File: src/rtl/rdac_pkg.sv
`default_nettype none
// ----------------------------------------------------------------------------
// rdac_pkg
// Types, round tables and rotate helpers for the RX-differential ARX checker.
// ----------------------------------------------------------------------------
package rdac_pkg;

	localparam int MAX_ROUNDS  = 12;
	localparam int ROUNDS_DEF  = 12;
	localparam int ROT_K_DEF   = 3;
	localparam int CFG_IDX_W   = 3;
	localparam int FAIL_W      = 4;

	typedef enum logic [CFG_IDX_W-1:0] {
		REG_VARIANT    = 3'd0,
		REG_DIN_LEFT   = 3'd1,
		REG_DIN_RIGHT  = 3'd2,
		REG_DOUT_LEFT  = 3'd3,
		REG_DOUT_RIGHT = 3'd4
	} cfg_reg_t;

	typedef struct packed {
		logic [31:0] left_in;
		logic [31:0] right_in;
	} in_item_t;

	typedef struct packed {
		logic [31:0] left_out;
		logic [31:0] right_out;
		logic        diff_match;
		logic [FAIL_W-1:0] fail_round;
	} out_item_t;

	// words of both copies plus first failing round
	typedef struct packed {
		logic [31:0] l;
		logic [31:0] r;
		logic [31:0] pl;
		logic [31:0] pr;
		logic [FAIL_W-1:0] fail;
	} rdac_state_t;

	localparam logic [31:0] RC0_TAB [2][MAX_ROUNDS] = '{
		'{32'h00000000, 32'h2aaaaaaa, 32'h7fffffff, 32'h55555555,
		  32'h2aaaaaaa, 32'h55555555, 32'h00000000, 32'h2aaaaaaa,
		  32'h55555555, 32'h7fffffff, 32'h7fffffff, 32'h3f2bb31e},
		'{32'h1c71c924, 32'h49249c71, 32'h6db6c71c, 32'h38e39249,
		  32'h638e36db, 32'h1c71c7ff, 32'h36db6d55, 32'h471c7249,
		  32'h4924938e, 32'h2aab6db6, 32'h6db638e3, 32'hfb3d2330}
	};

	localparam logic [31:0] RC1_TAB [2][MAX_ROUNDS] = '{
		'{32'h4e381c1c, 32'h36dbe492, 32'h1236db6c, 32'h0763638e,
		  32'h1b6d4949, 32'h638ef1c7, 32'h47638e39, 32'h5236b6db,
		  32'h4e381c1c, 32'h638eb1c7, 32'h47638e39, 32'hb6c004cc},
		'{32'h249cad47, 32'h1249871c, 32'h5b127ffe, 32'h152ad249,
		  32'h649cad55, 32'h471c9492, 32'h63f1c71d, 32'h36a4ff1c,
		  32'h5b6c8e47, 32'h71c736db, 32'h55b9c71d, 32'hb6da4b61}
	};

	localparam logic [31:0] TRAIL_TAB [2][MAX_ROUNDS] = '{
		'{32'hfffffffc, 32'h7ffffff8, 32'h80000007, 32'h80000007,
		  32'hfffffffc, 32'h00000003, 32'h7ffffff8, 32'hfffffffc,
		  32'h00000003, 32'h7ffffff8, 32'h7ffffff8, 32'h7ffffff8},
		'{32'h7fff8007, 32'h80000007, 32'h0000fff8, 32'h80000003,
		  32'hffff8007, 32'h80000003, 32'hfffff804, 32'hfffffffc,
		  32'h80000ffb, 32'h00000003, 32'h7ff80004, 32'hfffffffc}
	};

	// rotation pairs repeat every four rounds
	localparam logic [4:0] ROT_A_TAB [4] = '{5'd31, 5'd17, 5'd0, 5'd24};
	localparam logic [4:0] ROT_B_TAB [4] = '{5'd24, 5'd17, 5'd31, 5'd16};

	function automatic logic [31:0] rotr32(input logic [31:0] x, input logic [4:0] n);
		logic [63:0] xx;
		xx = {x, x} >> n;
		return xx[31:0];
	endfunction

	function automatic logic [31:0] rotl32(input logic [31:0] x, input logic [4:0] n);
		logic [63:0] xx;
		xx = {x, x} << n;
		return xx[63:32];
	endfunction

endpackage
`default_nettype wire

File: src/rtl/rdac_round.sv
`default_nettype none
// ----------------------------------------------------------------------------
// rdac_round
// One registered round of the ARX box on both copies, with trail check.
// ----------------------------------------------------------------------------
module rdac_round import rdac_pkg::*; #(
	parameter int RND   = 0,
	parameter int ROT_K = ROT_K_DEF
) (
	input  wire logic        clk,
	input  wire logic        arst_n,
	input  wire logic        variant,
	input  wire logic        vld_in,
	input  wire rdac_state_t st_in,
	output logic             vld_out,
	output rdac_state_t      st_out
);

	localparam logic [4:0]        ROT_A   = ROT_A_TAB[RND % 4];
	localparam logic [4:0]        ROT_B   = ROT_B_TAB[RND % 4];
	localparam logic [4:0]        ROT_KK  = 5'(ROT_K);
	localparam logic [FAIL_W-1:0] FAIL_ID = FAIL_W'(RND + 1);

	logic [31:0]       l_add;
	logic [31:0]       pl_add;
	logic [31:0]       delta;
	rdac_state_t       st_nxt;

	always_comb begin
		l_add  = st_in.l + rotr32(st_in.r, ROT_A);
		pl_add = st_in.pl + rotr32(st_in.pr, ROT_A);
		delta  = rotl32(l_add, ROT_KK) ^ pl_add;
		st_nxt.l  = l_add ^ RC0_TAB[variant][RND];
		st_nxt.pl = pl_add ^ RC0_TAB[variant][RND];
		st_nxt.r  = st_in.r ^ rotr32(l_add, ROT_B) ^ RC1_TAB[variant][RND];
		st_nxt.pr = st_in.pr ^ rotr32(pl_add, ROT_B) ^ RC1_TAB[variant][RND];
		// keep the earliest failing round
		if (st_in.fail == '0 && delta != TRAIL_TAB[variant][RND]) begin
			st_nxt.fail = FAIL_ID;
		end else begin
			st_nxt.fail = st_in.fail;
		end
	end

	always_ff @(posedge clk or negedge arst_n) begin
		if (!arst_n) begin
			vld_out <= 1'b0;
		end else begin
			vld_out <= vld_in;
		end
	end

	always_ff @(posedge clk) begin
		st_out <= st_nxt;
	end

endmodule
`default_nettype wire

File: config.mk
export PLATFORM = sky130hd
export DESIGN_NAME = rdac_round
export DESIGN_NICKNAME = d
export VERILOG_FILES = /design/src/rtl/rdac_pkg.sv /design/src/rtl/rdac_round.sv
export SDC_FILE = /design/constraint.sdc
export NUM_CORES = 1
export LEC_CHECK = 0
export ABC_AREA = 1
export BUFFER_PORTS_ARGS = -buffer_cell sky130_fd_sc_hd__clkbuf_2
export CELL_PAD_IN_SITES_DETAIL_PLACEMENT = 0
export CELL_PAD_IN_SITES_GLOBAL_PLACEMENT = 1
export CORE_MARGIN = 2
export CORE_UTILIZATION = 37
export CTS_CLUSTER_SIZE = 10
export DETAILED_ROUTE_END_ITERATION = 12
export PLACE_DENSITY = 0.83
export SETUP_SLACK_MARGIN = 0.15
export SYNTH_ARGS = -nofsm -noshare
export SYNTH_HDL_FRONTEND = slang
export SYNTH_SLANG_ARGS = --single-unit
File: constraint.sdc
create_clock -name clk -period 0.8 [get_ports clk]
set_input_delay 0.04 -clock clk [delete_from_list [all_inputs] [get_ports clk]]
set_output_delay 0.04 -clock clk [all_outputs]
set_load 0.005 [all_outputs]
==> results of run 1 <==
## cell usage in the layout (no fill, tap or decap), types with 9 or more instances in the layout
master and n:
inv_1 181, a21oi_2 14, xnor2_1 29, nand2_1 298
buf_4 301, nand2_2 146, ha_4 55, xor2_1 57
nor2_2 25, xnor2_2 10, buf_6 116, buf_8 11
nor2_4 23, nor2_1 60, clkbuf_2 231, clkbuf_16 18
nor3_4 9, a21oi_1 12, a21oi_4 21, xor2_2 15
nand3_1 74, dfxtp_2 21, nand4_1 18, dfxtp_1 111
nand3b_1 10, nand2_4 117, nand3_2 43, nand3_4 19
dlygate4sd3_1 31, inv_2 32
## critical path, delay by kind of cell
kind | cells | cell delay (ps)
adder cells (fa/ha/maj) | 2 | 480
buffers and inverters | 3 | 210
AND/OR/NAND/NOR | 17 | 1520
## synthesized netlist by cell type (all sizes together) (3+ instances only)
cell    count
inv       221
a21oi      47
nand2     567
xor2       79
nor2      108
o21bai     12
dfxtp     132
ha         62
nand3b     10
o21ai       9
nand4      18
buf         6
clkbuf      3
nand3     136
xnor2      40
nor3       19
## registers in the layout (all words and copies together), names as in the netlist
signal / cells
st_out: 132
vld_out: 1
## final timing paths
path	to	slack, ps	startpoint	depth (start not counted)
setup / recovery	st_out[0]$_SDFF_PP1_	-1110	st_in[100]	22
max in group asynchronous	vld_out$_DFF_PN0_	260	arst_n	3
min in group asynchronous	vld_out$_DFF_PN0_	440	arst_n	3
hold / removal	st_out[1]$_SDFF_PP0_	-250	st_in[1]	1
## final cells by class
class	instances	area, um^2	share of cell area, %
tap	330	413	2.13
clock inverter	15	241	1.25
inverter	221	850	4.39
multi-input combinational	1119	9360	48.3
sequential	133	2690	13.9
clock buffer	17	425	2.20
timing repair buffer	707	5390	27.8
## repair_timing
| item | in CTS | in global routing |
|---|---|---|
| cloned | 0 | 0 |
| hold endpoints to repair | 51 | 27 |
| pin swaps | 119 | 124 |
| hold buffers | 27 | 4 |
| setup endpoints to repair | 258 | 258 |
| setup buffers | 29 | 29 |
| resized for setup | 370 | 369 |
## through the flow
step	cell area [um^2]	worst slack [ps]	hold WS [ps]	TNS [ps]	util, %
finish	19400	-1110	-249	-72170	76.7
global route	19400	-1240	-263	-81790	76.7
CTS	17700	-1010	-268	-66980	70.1
detailed placement	15000	-1570	-184	-121100	59.2
global placement	15000	-1530	-186	-117720	59.2
floorplan	10600	-1150	-256	-60660	-
## cell families after synthesis
| logic type | after synthesis | share of synthesized area, % |
|---|---|---|
| compound gates | 73 | 4.36 |
| simple gates | 863 | 38.8 |
| buf+inv | 230 | 9.17 |
| flops | 133 | 27.9 |
| fa+ha+maj | 64 | 8.54 |
| xor+xnor | 119 | 11.2 |
## layer usage
metal  part of all wire, %  GRT usage [%]  vias to the layer above
met5                 0.029              0                        -
met4                   5.2           13.3                        2
met3                   5.6           3.87                      155
met2                    51           57.3                      474
met1                    38           35.9                     5908
li1                      -              -                     6039
## power by group through the flow
stage               sequential, W  clock, W  combinational, W
floorplan                 0.00886         0           0.00583
global placement          0.00864         0            0.0128
detailed placement        0.00868         0            0.0129
CTS                       0.00858   0.00925            0.0151
global route              0.00874   0.00954            0.0183
finish                    0.00861   0.00919            0.0173
==> flow_metrics.tcl, run 1 <==
set metrics [dict create \
    status "complete, but fails checks" \
    violations "hold timing, setup timing" \
    ys_ff_latch 133 \
    ant_nets 0 \
    max_freq_ghz 0.523 \
    cpMostUsedCell "nand2_4" \
    htreeDepth 4 \
    synthTopCellsByArea "dfxtp_1 28%, nand2_1 21%, inv_1 8.5%" \
    port-buffer-count 268 \
    critPathMaxFanout 3 \
    cts_tree "done" \
    cts_root_buf "clkbuf_16" \
    synthFlopType "dfxtp_1" \
    finalNonFillerCells 2542 \
    power.total_w 0.0351 \
    powerDensity_nw_per_um2 1810 \
    dpl.cell_count 2422 \
    coreArea_um2 25300 \
    ys_seq_area_share_pct 27.9 \
    grt_pass1_wl_um 63400 \
    num_rows 58 \
    yosys_warnings 0 \
    hold_viol 24 \
    period_share_pct 239 \
    wire_per_inst_um 17.7 \
    area.growth.synth_to_final_pct 103 \
    peakVddDrop_v 0.00131 \
    pwr-share-comb_pct 49.3 \
    cap_viol_max_count 0 \
    cts_buffers 17 \
    synth_top_area_share_pct 27.7 \
    vias 12578 \
    grt_setup_unrepaired "yes" \
    arrival_ps 2230 \
    p_clk_share_pct 26.2 \
    switchingPower_w 0.0130 \
    dr.pass1.iters 6 \
    layout_min_cycle_time_ps 1910 \
    io_pins 269 \
    internal_power_w 0.0221 \
    yosysTopAreaCell "dfxtp_1" \
    slew_headroom_pct 71.6 \
    switching_share_pct 37.0 \
    setup_slack_ps -1110 \
    worst_pin_slew_ps 426 \
    crit_path_top_delay_cell "fa_2" \
    holdWs_ps -249 \
    clk_pin_slew_worst_paths_ps 60 \
    synth_nets 1682 \
    num_antenna_cells 0 \
    synth.distinct_cells 36 \
    async_flop_share_pct 0.752 \
    hold_path_class "input pin to flop" \
    drive_gt1_share_pct 58.8 \
    gp_congestion 0.934 \
    syn_area_um2 9550 \
    die_h_um 165 \
    viasPerCell 4.95 \
    setup_violations 252 \
    start_util_pct 37.8 \
    p_leak_nw 10.0 \
    grt_use_total_pct 31.1 \
    drc 0 \
    grt_remaining_overflow 0 \
    worstSetupStartpointType "input pin" \
    drtIter0Drc 804 \
    crit_type "input pin to flop" \
    syn_inst 1482 \
    p_seq_share_pct 24.5 \
    nNetsFinal 2399 \
    dpl.hpwl_um 33800 \
    synth_area_per_cell_um2 6.44 \
    required_ps 1120 \
    max_stage_delay_ps 350 \
    clock_sinks 133 \
    cp-end-kind "flop" \
    grt_max_degree 18 \
    routed_wl_um 45100 \
    clockBufferDepth 2 \
    grt_antenna_before_repair 1 \
    synth_edf_count 0 \
    fillers 1751 \
    die-area_um2 27100 \
    crit_chain "buf_8 > ha_4 > inv_2 > fa_2 > inv_2 > nand3_2 > nand2_4 > nand2_4 > nand2_4 > nand2_4 > nand2_4 > nand2_4 > nand2_4 > nand2_1 > nand3_1 > nand2_1 > nand2_1 > nand3_1 > nor2_1 > nand3_1 > nand2_1 > nand2_1" \
    slew_violations 0 \
    die_w_um 165 \
    grt_pass1_vias 12117 \
]
Power figures use the tool's default switching activity.
==> inputs of run 2 (changes only) <==
--- a/config.mk
+++ b/config.mk
@@ -5,16 +5,16 @@
 export SDC_FILE = /design/constraint.sdc
 export NUM_CORES = 1
 export LEC_CHECK = 0
-export ABC_AREA = 1
 export BUFFER_PORTS_ARGS = -buffer_cell sky130_fd_sc_hd__clkbuf_2
 export CELL_PAD_IN_SITES_DETAIL_PLACEMENT = 0
 export CELL_PAD_IN_SITES_GLOBAL_PLACEMENT = 1
 export CORE_MARGIN = 2
-export CORE_UTILIZATION = 37
+export CORE_UTILIZATION = 38
 export CTS_CLUSTER_SIZE = 10
 export DETAILED_ROUTE_END_ITERATION = 12
-export PLACE_DENSITY = 0.83
+export PLACE_DENSITY = 0.82
 export SETUP_SLACK_MARGIN = 0.15
 export SYNTH_ARGS = -nofsm -noshare
 export SYNTH_HDL_FRONTEND = slang
 export SYNTH_SLANG_ARGS = --single-unit
+export TNS_END_PERCENT = 10
==> run 2 against run 1 <==
  * The flow still finishes with violations (hold timing, setup timing)
  * Non-clock buffer count is 16 lower
  * Sequential power is 5.6% higher
  * Total power fell by 5.0%
  * Global-route usage is 1.7 points lower
  * Flip-flop and latch count unchanged
  * Setup slack got worse by 730 ps
  * Via count decreased by 24%
==> flow_metrics.tcl, run 2 <==
set metrics [dict create \
    status "complete, but fails checks" \
    violations "hold timing, setup timing" \
    max_freq_ghz 0.379 \
    start_util_pct 38.7 \
    cts_buffers 17 \
    io_pins 269 \
    synth_edf_count 0 \
    wire_per_inst_um 19.8 \
    synth_top_area_share_pct 32.5 \
    finalNonFillerCells 1839 \
    final_cell_mix "337 x buf_4, 179 x clkbuf_2, 93 x xnor2_1, 74 x buf_6, 74 x dfxtp_1" \
    dr.pass1.iters 5 \
    grt_pass1_vias 9223 \
    syn_inst 865 \
    drc 0 \
    ys_ff_latch 133 \
    num_rows 53 \
    worstSetupStartpointType "input pin" \
    slew_headroom_pct 63.8 \
    hold_viol 17 \
    grt_pass1_wl_um 50100 \
    coreArea_um2 21000 \
    critPathMaxFanout 2 \
    drive_gt1_share_pct 61.3 \
    grt_remaining_overflow 0 \
    synthAdderAreaFrac_pct 10.0 \
    syn_area_um2 8130 \
    worst_pin_slew_ps 537 \
    cts_tree "done" \
    min_path_cells 3 \
    die_w_um 150 \
    ys_seq_area_share_pct 32.8 \
    synth_area_per_cell_um2 9.40 \
    synth_compound_area_share_pct 19.9 \
    powerDensity_nw_per_um2 2110 \
    dpl.hpwl_um 27000 \
    layout_commonest_cell "buf_4" \
    async_flop_share_pct 0.752 \
    peakVddDrop_v 0.00163 \
    clock_sinks 133 \
    clk_pin_slew_worst_paths_ps 70 \
    drtIter0Drc 600 \
    yosys_warnings 0 \
    hold_path_class "input pin to flop" \
    port-buffer-count 268 \
    nNetsFinal 1751 \
    arrival_ps 2960 \
    grt_max_degree 17 \
    regMostFlops "st_out" \
    crit_type "input pin to flop" \
    setup_slack_ps -1840 \
    grt_use_total_pct 29.4 \
    largestRegisters "st_out (132), vld_out (1)" \
    gp_congestion 0.942 \
    synthSimpleGateAreaFrac_pct 12.2 \
    area.growth.synth_to_final_pct 94.8 \
    ant_nets 0 \
    slew_violations 0 \
    cp-end-kind "flop" \
    period_share_pct 330 \
    synth_xor_area_share_pct 21.6 \
    grt_setup_unrepaired "yes" \
    synthTopCellsByArea "dfxtp_1 33%, xnor2_1 14%, ha_1 9.5%" \
    required_ps 1130 \
    routed_wl_um 36400 \
    dpl.cell_count 1742 \
    layout_min_cycle_time_ps 2640 \
    num_antenna_cells 0 \
    synth.most_common_cell "xnor2_1" \
    vias 9620 \
    yosysTopAreaCell "dfxtp_1" \
    die-area_um2 22600 \
    setup_violations 254 \
    synth_top_family_by_area "XOR/XNOR gates" \
    holdWs_ps -130 \
    largest_register_ffs 132 \
    p_leak_nw 7.27 \
    grt_antenna_before_repair 0 \
    cts_root_buf "clkbuf_16" \
    viasPerCell 5.23 \
    clockBufferDepth 2 \
    die_h_um 150 \
    synth_nets 1065 \
    synth_mux_area_share_pct 0.662 \
    synth.distinct_cells 79 \
    cap_viol_max_count 0 \
    ys_top_cells_by_count "133 x xnor2_1, 132 x dfxtp_1, 66 x a21oi_1" \
    fillers 1370 \
    htreeDepth 4 \
    synthFlopType "dfxtp_1" \
]
==> run 2: final timing paths <==
kind | startpoint | endpoint | slack (ps)
min in group asynchronous | arst_n | vld_out$_DFF_PN0_ | 440
min | st_in[99] | st_out[99]$_DFF_P_ | -130
max | st_in[5] | st_out[0]$_SDFF_PP1_ | -1840
max in group asynchronous | arst_n | vld_out$_DFF_PN0_ | 270
==> run 2: area by class of cell <==
class | count | area, um^2 | area share, %
Timing Repair Buffer | 691 | 5070 | 32.0
Tap cell | 275 | 344 | 2.17
Inverter | 30 | 113 | 0.711
Clock buffer | 19 | 453 | 2.86
Clock inverter | 13 | 158 | 0.995
Multi-Input combinational cell | 678 | 6960 | 43.9
Sequential cell | 133 | 2740 | 17.3
==> run 2: cells by family after synthesis <==
group | Yosys count
mux | 5
flops | 133
compound gates | 225
buf+inv | 54
fa+ha+maj | 64
simple gates | 194
xor+xnor | 190
==> run 2: worst max-delay path, cell delays in order <==
cell and delay (ps):
buf_8 100, ha_4 260, o211ai_1 150, o21ai_2 250
a22oi_2 80, buf_4 160, a2111oi_4 380, buf_4 210
o211ai_1 90, a21o_1 240, xnor3_1 290, nand4b_1 120
nor4_2 300, nand4_1 140, o21a_1 140
==> run 2: timing repair <==
action,4_1_cts,5_1_grt
gates resized for setup,130,276
buffers inserted,11,18
hold buffers,35,1
hold endpoints to repair,51,19
pin swaps,52,63
endpoints found under the setup margin,257,257
==> run 2: per-layer routing <==
metal	up-vias	share of wire [%]	wire, um	global-route usage (%)
met3	80	5.8	2120	4.21
met5	-	0	0	0
met2	417	50	18100	51.3
li1	4478	-	-	-
met1	4645	41	14800	36.5
met4	0	3.6	1330	11.2
==> run 2: stage by stage <==
step / setup slack [ps] / util, % / area [um^2] / total power [W] / TNS, ps
2_1_floorplan: -1810 / - / 8740 / 0.0149 / -104320
3_5_place_dp: -2280 / 61.6 / 13000 / 0.0219 / -160830
4_1_cts: -1720 / 70.6 / 14800 / 0.0315 / -107420
3_3_place_gp: -2240 / 61.6 / 13000 / 0.0218 / -159400
6_report: -1840 / 75.3 / 15800 / 0.0333 / -110770
5_1_grt: -1900 / 75.3 / 15800 / 0.0347 / -119860
==> run 2: power breakdown <==
group | internal, W | switching, W | leakage [nW] | total [W]
clock | 0.00486 | 0.00352 | 0.292 | 0.00838
sequential | 0.00857 | 0.000521 | 1.13 | 0.00909
combinational | 0.00844 | 0.00744 | 5.85 | 0.0159
total | 0.0219 | 0.0115 | 7.27 | 0.0333
==> inputs of run 3 (changes only) <==
--- a/config.mk
+++ b/config.mk
@@ -12,7 +12,8 @@
 export CORE_UTILIZATION = 38
 export CTS_CLUSTER_SIZE = 10
 export DETAILED_ROUTE_END_ITERATION = 12
-export PLACE_DENSITY = 0.82
+export GPL_TIMING_DRIVEN = 0
+export PLACE_DENSITY_LB_ADDON = 0.1
 export SETUP_SLACK_MARGIN = 0.15
 export SYNTH_ARGS = -nofsm -noshare
 export SYNTH_HDL_FRONTEND = slang
==> run 3 against run 2 <==
  * The flow still finishes with violations (hold timing, setup timing)
  * Global-route usage fell by 1.0 points
  * First-iteration DRC count decreased by 12%
  * Clock power fell by 11%
  * Count of clock-buffer cells in the layout shrank 1
==> flow_metrics.tcl, run 3 (same netlist as run 2, synthesis figures left out) <==
set metrics [dict create \
    status "complete, but fails checks" \
    violations "hold timing, setup timing" \
    dpl.hpwl_um 23900 \
    grt_antenna_before_repair 0 \
    finalNonFillerCells 1588 \
    pwr-share-comb_pct 45.8 \
    htreeDepth 4 \
    max_freq_ghz 0.370 \
    io_pins 269 \
    grt_max_degree 17 \
    place_area_um2 10400 \
    met3_usage_pct 4.64 \
    hold_viol 16 \
    final_cell_mix "181 x clkbuf_2, 87 x xnor2_1, 82 x dfxtp_1, 71 x buf_4, 61 x buf_2" \
    vias 8477 \
    routed_wl_um 33000 \
    grt_remaining_overflow 0 \
    cts_tree "done" \
    p_seq_share_pct 29.5 \
    switching_share_pct 35.8 \
    largestRegisters "st_out (132), vld_out (1)" \
    num_rows 53 \
    holdWs_ps -167 \
    gp_congestion 0.907 \
    nNetsFinal 1500 \
    period_share_pct 338 \
    grt_pass1_vias 8220 \
    cts_root_buf "clkbuf_16" \
    fillers 1675 \
    setup_slack_ps -1910 \
    arrival_ps 3030 \
    grt_pass1_wl_um 47200 \
    required_ps 1130 \
    worstSetupStartpointType "input pin" \
    grt_setup_unrepaired "yes" \
    p_leak_nw 6.08 \
    slew_violations 0 \
    setup_violations 251 \
    largest_register_ffs 132 \
    fin_setup_tns_ps -107040 \
    drive_gt1_share_pct 54.1 \
    drc 0 \
    regMostFlops "st_out" \
    switchingPower_w 0.0109 \
    internal_power_w 0.0196 \
    grt_use_total_pct 28.4 \
    layout_min_cycle_time_ps 2710 \
    die_h_um 150 \
    wire_per_inst_um 20.8 \
    clk_pin_slew_worst_paths_ps 70 \
    worst_pin_slew_ps 870 \
    grt_util_met2_pct 48.8 \
    viasPerCell 5.34 \
    num_antenna_cells 0 \
    min_path_cells 2 \
    stdcell_area_um2 14100 \
    p_clk_share_pct 24.6 \
    clock_sinks 133 \
    port-buffer-count 268 \
    hold_path_class "input pin to flop" \
    cap_viol_max_count 0 \
    crit_type "input pin to flop" \
    die_w_um 150 \
    powerDensity_nw_per_um2 2150 \
    dpl.cell_count 1408 \
    use_met1_pct 34.8 \
    coreArea_um2 21000 \
    dr.pass1.iters 5 \
    cts_buffers 17 \
    slew_headroom_pct 41.4 \
    start_util_pct 38.7 \
    ant_nets 0 \
    clockBufferDepth 2 \
    die-area_um2 22600 \
    cp-end-kind "flop" \
    drtIter0Drc 528 \
    pre_cts_ws_ps -2770 \
    layout_commonest_cell "clkbuf_2" \
    grt_busiest_layer "met2" \
    area.growth.synth_to_final_pct 74.0 \
    peakVddDrop_v 0.00111 \
    critPathMaxFanout 7 \
]
run 3: cell types whose count changed in the layout (fill, tap and decap cells not counted), moves of 13 or more:
cell / previous run / this run
buf_4: 337 / 71
buf_6: 74 / 46
dlygate4sd3_1: 36 / 50
xnor2_2: 25 / 38
run 3: through the flow:
stage / hold slack [ps] / util (%) / power [W]
after detailed placement: -184 / 49.6 / 0.0193
after global placement: -185 / 49.6 / 0.0193
after global routing: -176 / 67.3 / 0.0318
after CTS: -189 / 63.8 / 0.0294
after floorplan: -256 / - / 0.0149
final: -167 / 67.3 / 0.0305
run 3: worst paths after layout:
path	startpoint	to	slack [ps]
max in group asynchronous	arst_n	vld_out$_DFF_PN0_	260
worst max-delay path	st_in[11]	st_out[0]$_SDFF_PP1_	-1910
worst min-delay path	st_in[99]	st_out[99]$_DFF_P_	-170
min in group asynchronous	arst_n	vld_out$_DFF_PN0_	440
run 3: area by class of cell:
| class | count | area, um^2 | area share [%] |
|---|---|---|---|
| inverters | 30 | 113 | 0.796 |
| plain buffers | 24 | 280 | 1.98 |
| multi-input cells | 678 | 7180 | 50.8 |
| clock buffers | 18 | 439 | 3.11 |
| well taps | 275 | 344 | 2.43 |
| clock inverters | 14 | 119 | 0.840 |
| repair buffers | 416 | 2930 | 20.7 |
| flip-flops and latches | 133 | 2730 | 19.3 |
run 3: worst max-delay path: stages:
cell	delay, ps
clkbuf_4	130
ha_4	260
buf_6	130
and3_4	180
and3_1	170
a22oi_2	110
a2111oi_4	300
buf_4	180
buf_4	140
mux2i_4	290
a21oi_2	90
a311oi_2	320
nand4_1	150
nor4_2	220
nand4_1	170
o21a_1	140
run 3: per-layer routing:
| metal | up-vias | part of all wire [%] |
|---|---|---|
| met5 | - | 0 |
| met2 | 332 | 50 |
| li1 | 3978 | - |
| met1 | 4095 | 41 |
| met4 | 0 | 4.2 |
| met3 | 72 | 4.9 |
run 3: power groups by stage:
stage	Sequential (W)	Combinational, W	Clock, W
floorplan	0.00925	0.00567	0
global placement	0.00898	0.0103	0
CTS	0.00892	0.0129	0.00762
finish	0.00900	0.0140	0.00750
detailed placement	0.00901	0.0103	0
global route	0.00916	0.0148	0.00788
run 3: what timing repair did:
item / in CTS / in global routing
pin swaps: 84 / 68
hold endpoints to repair: 68 / 18
hold buffers: 49 / 1
setup buffers: 74 / 23
gates cloned: 1 / 0
gates resized for setup: 234 / 196
setup endpoints to repair: 260 / 259
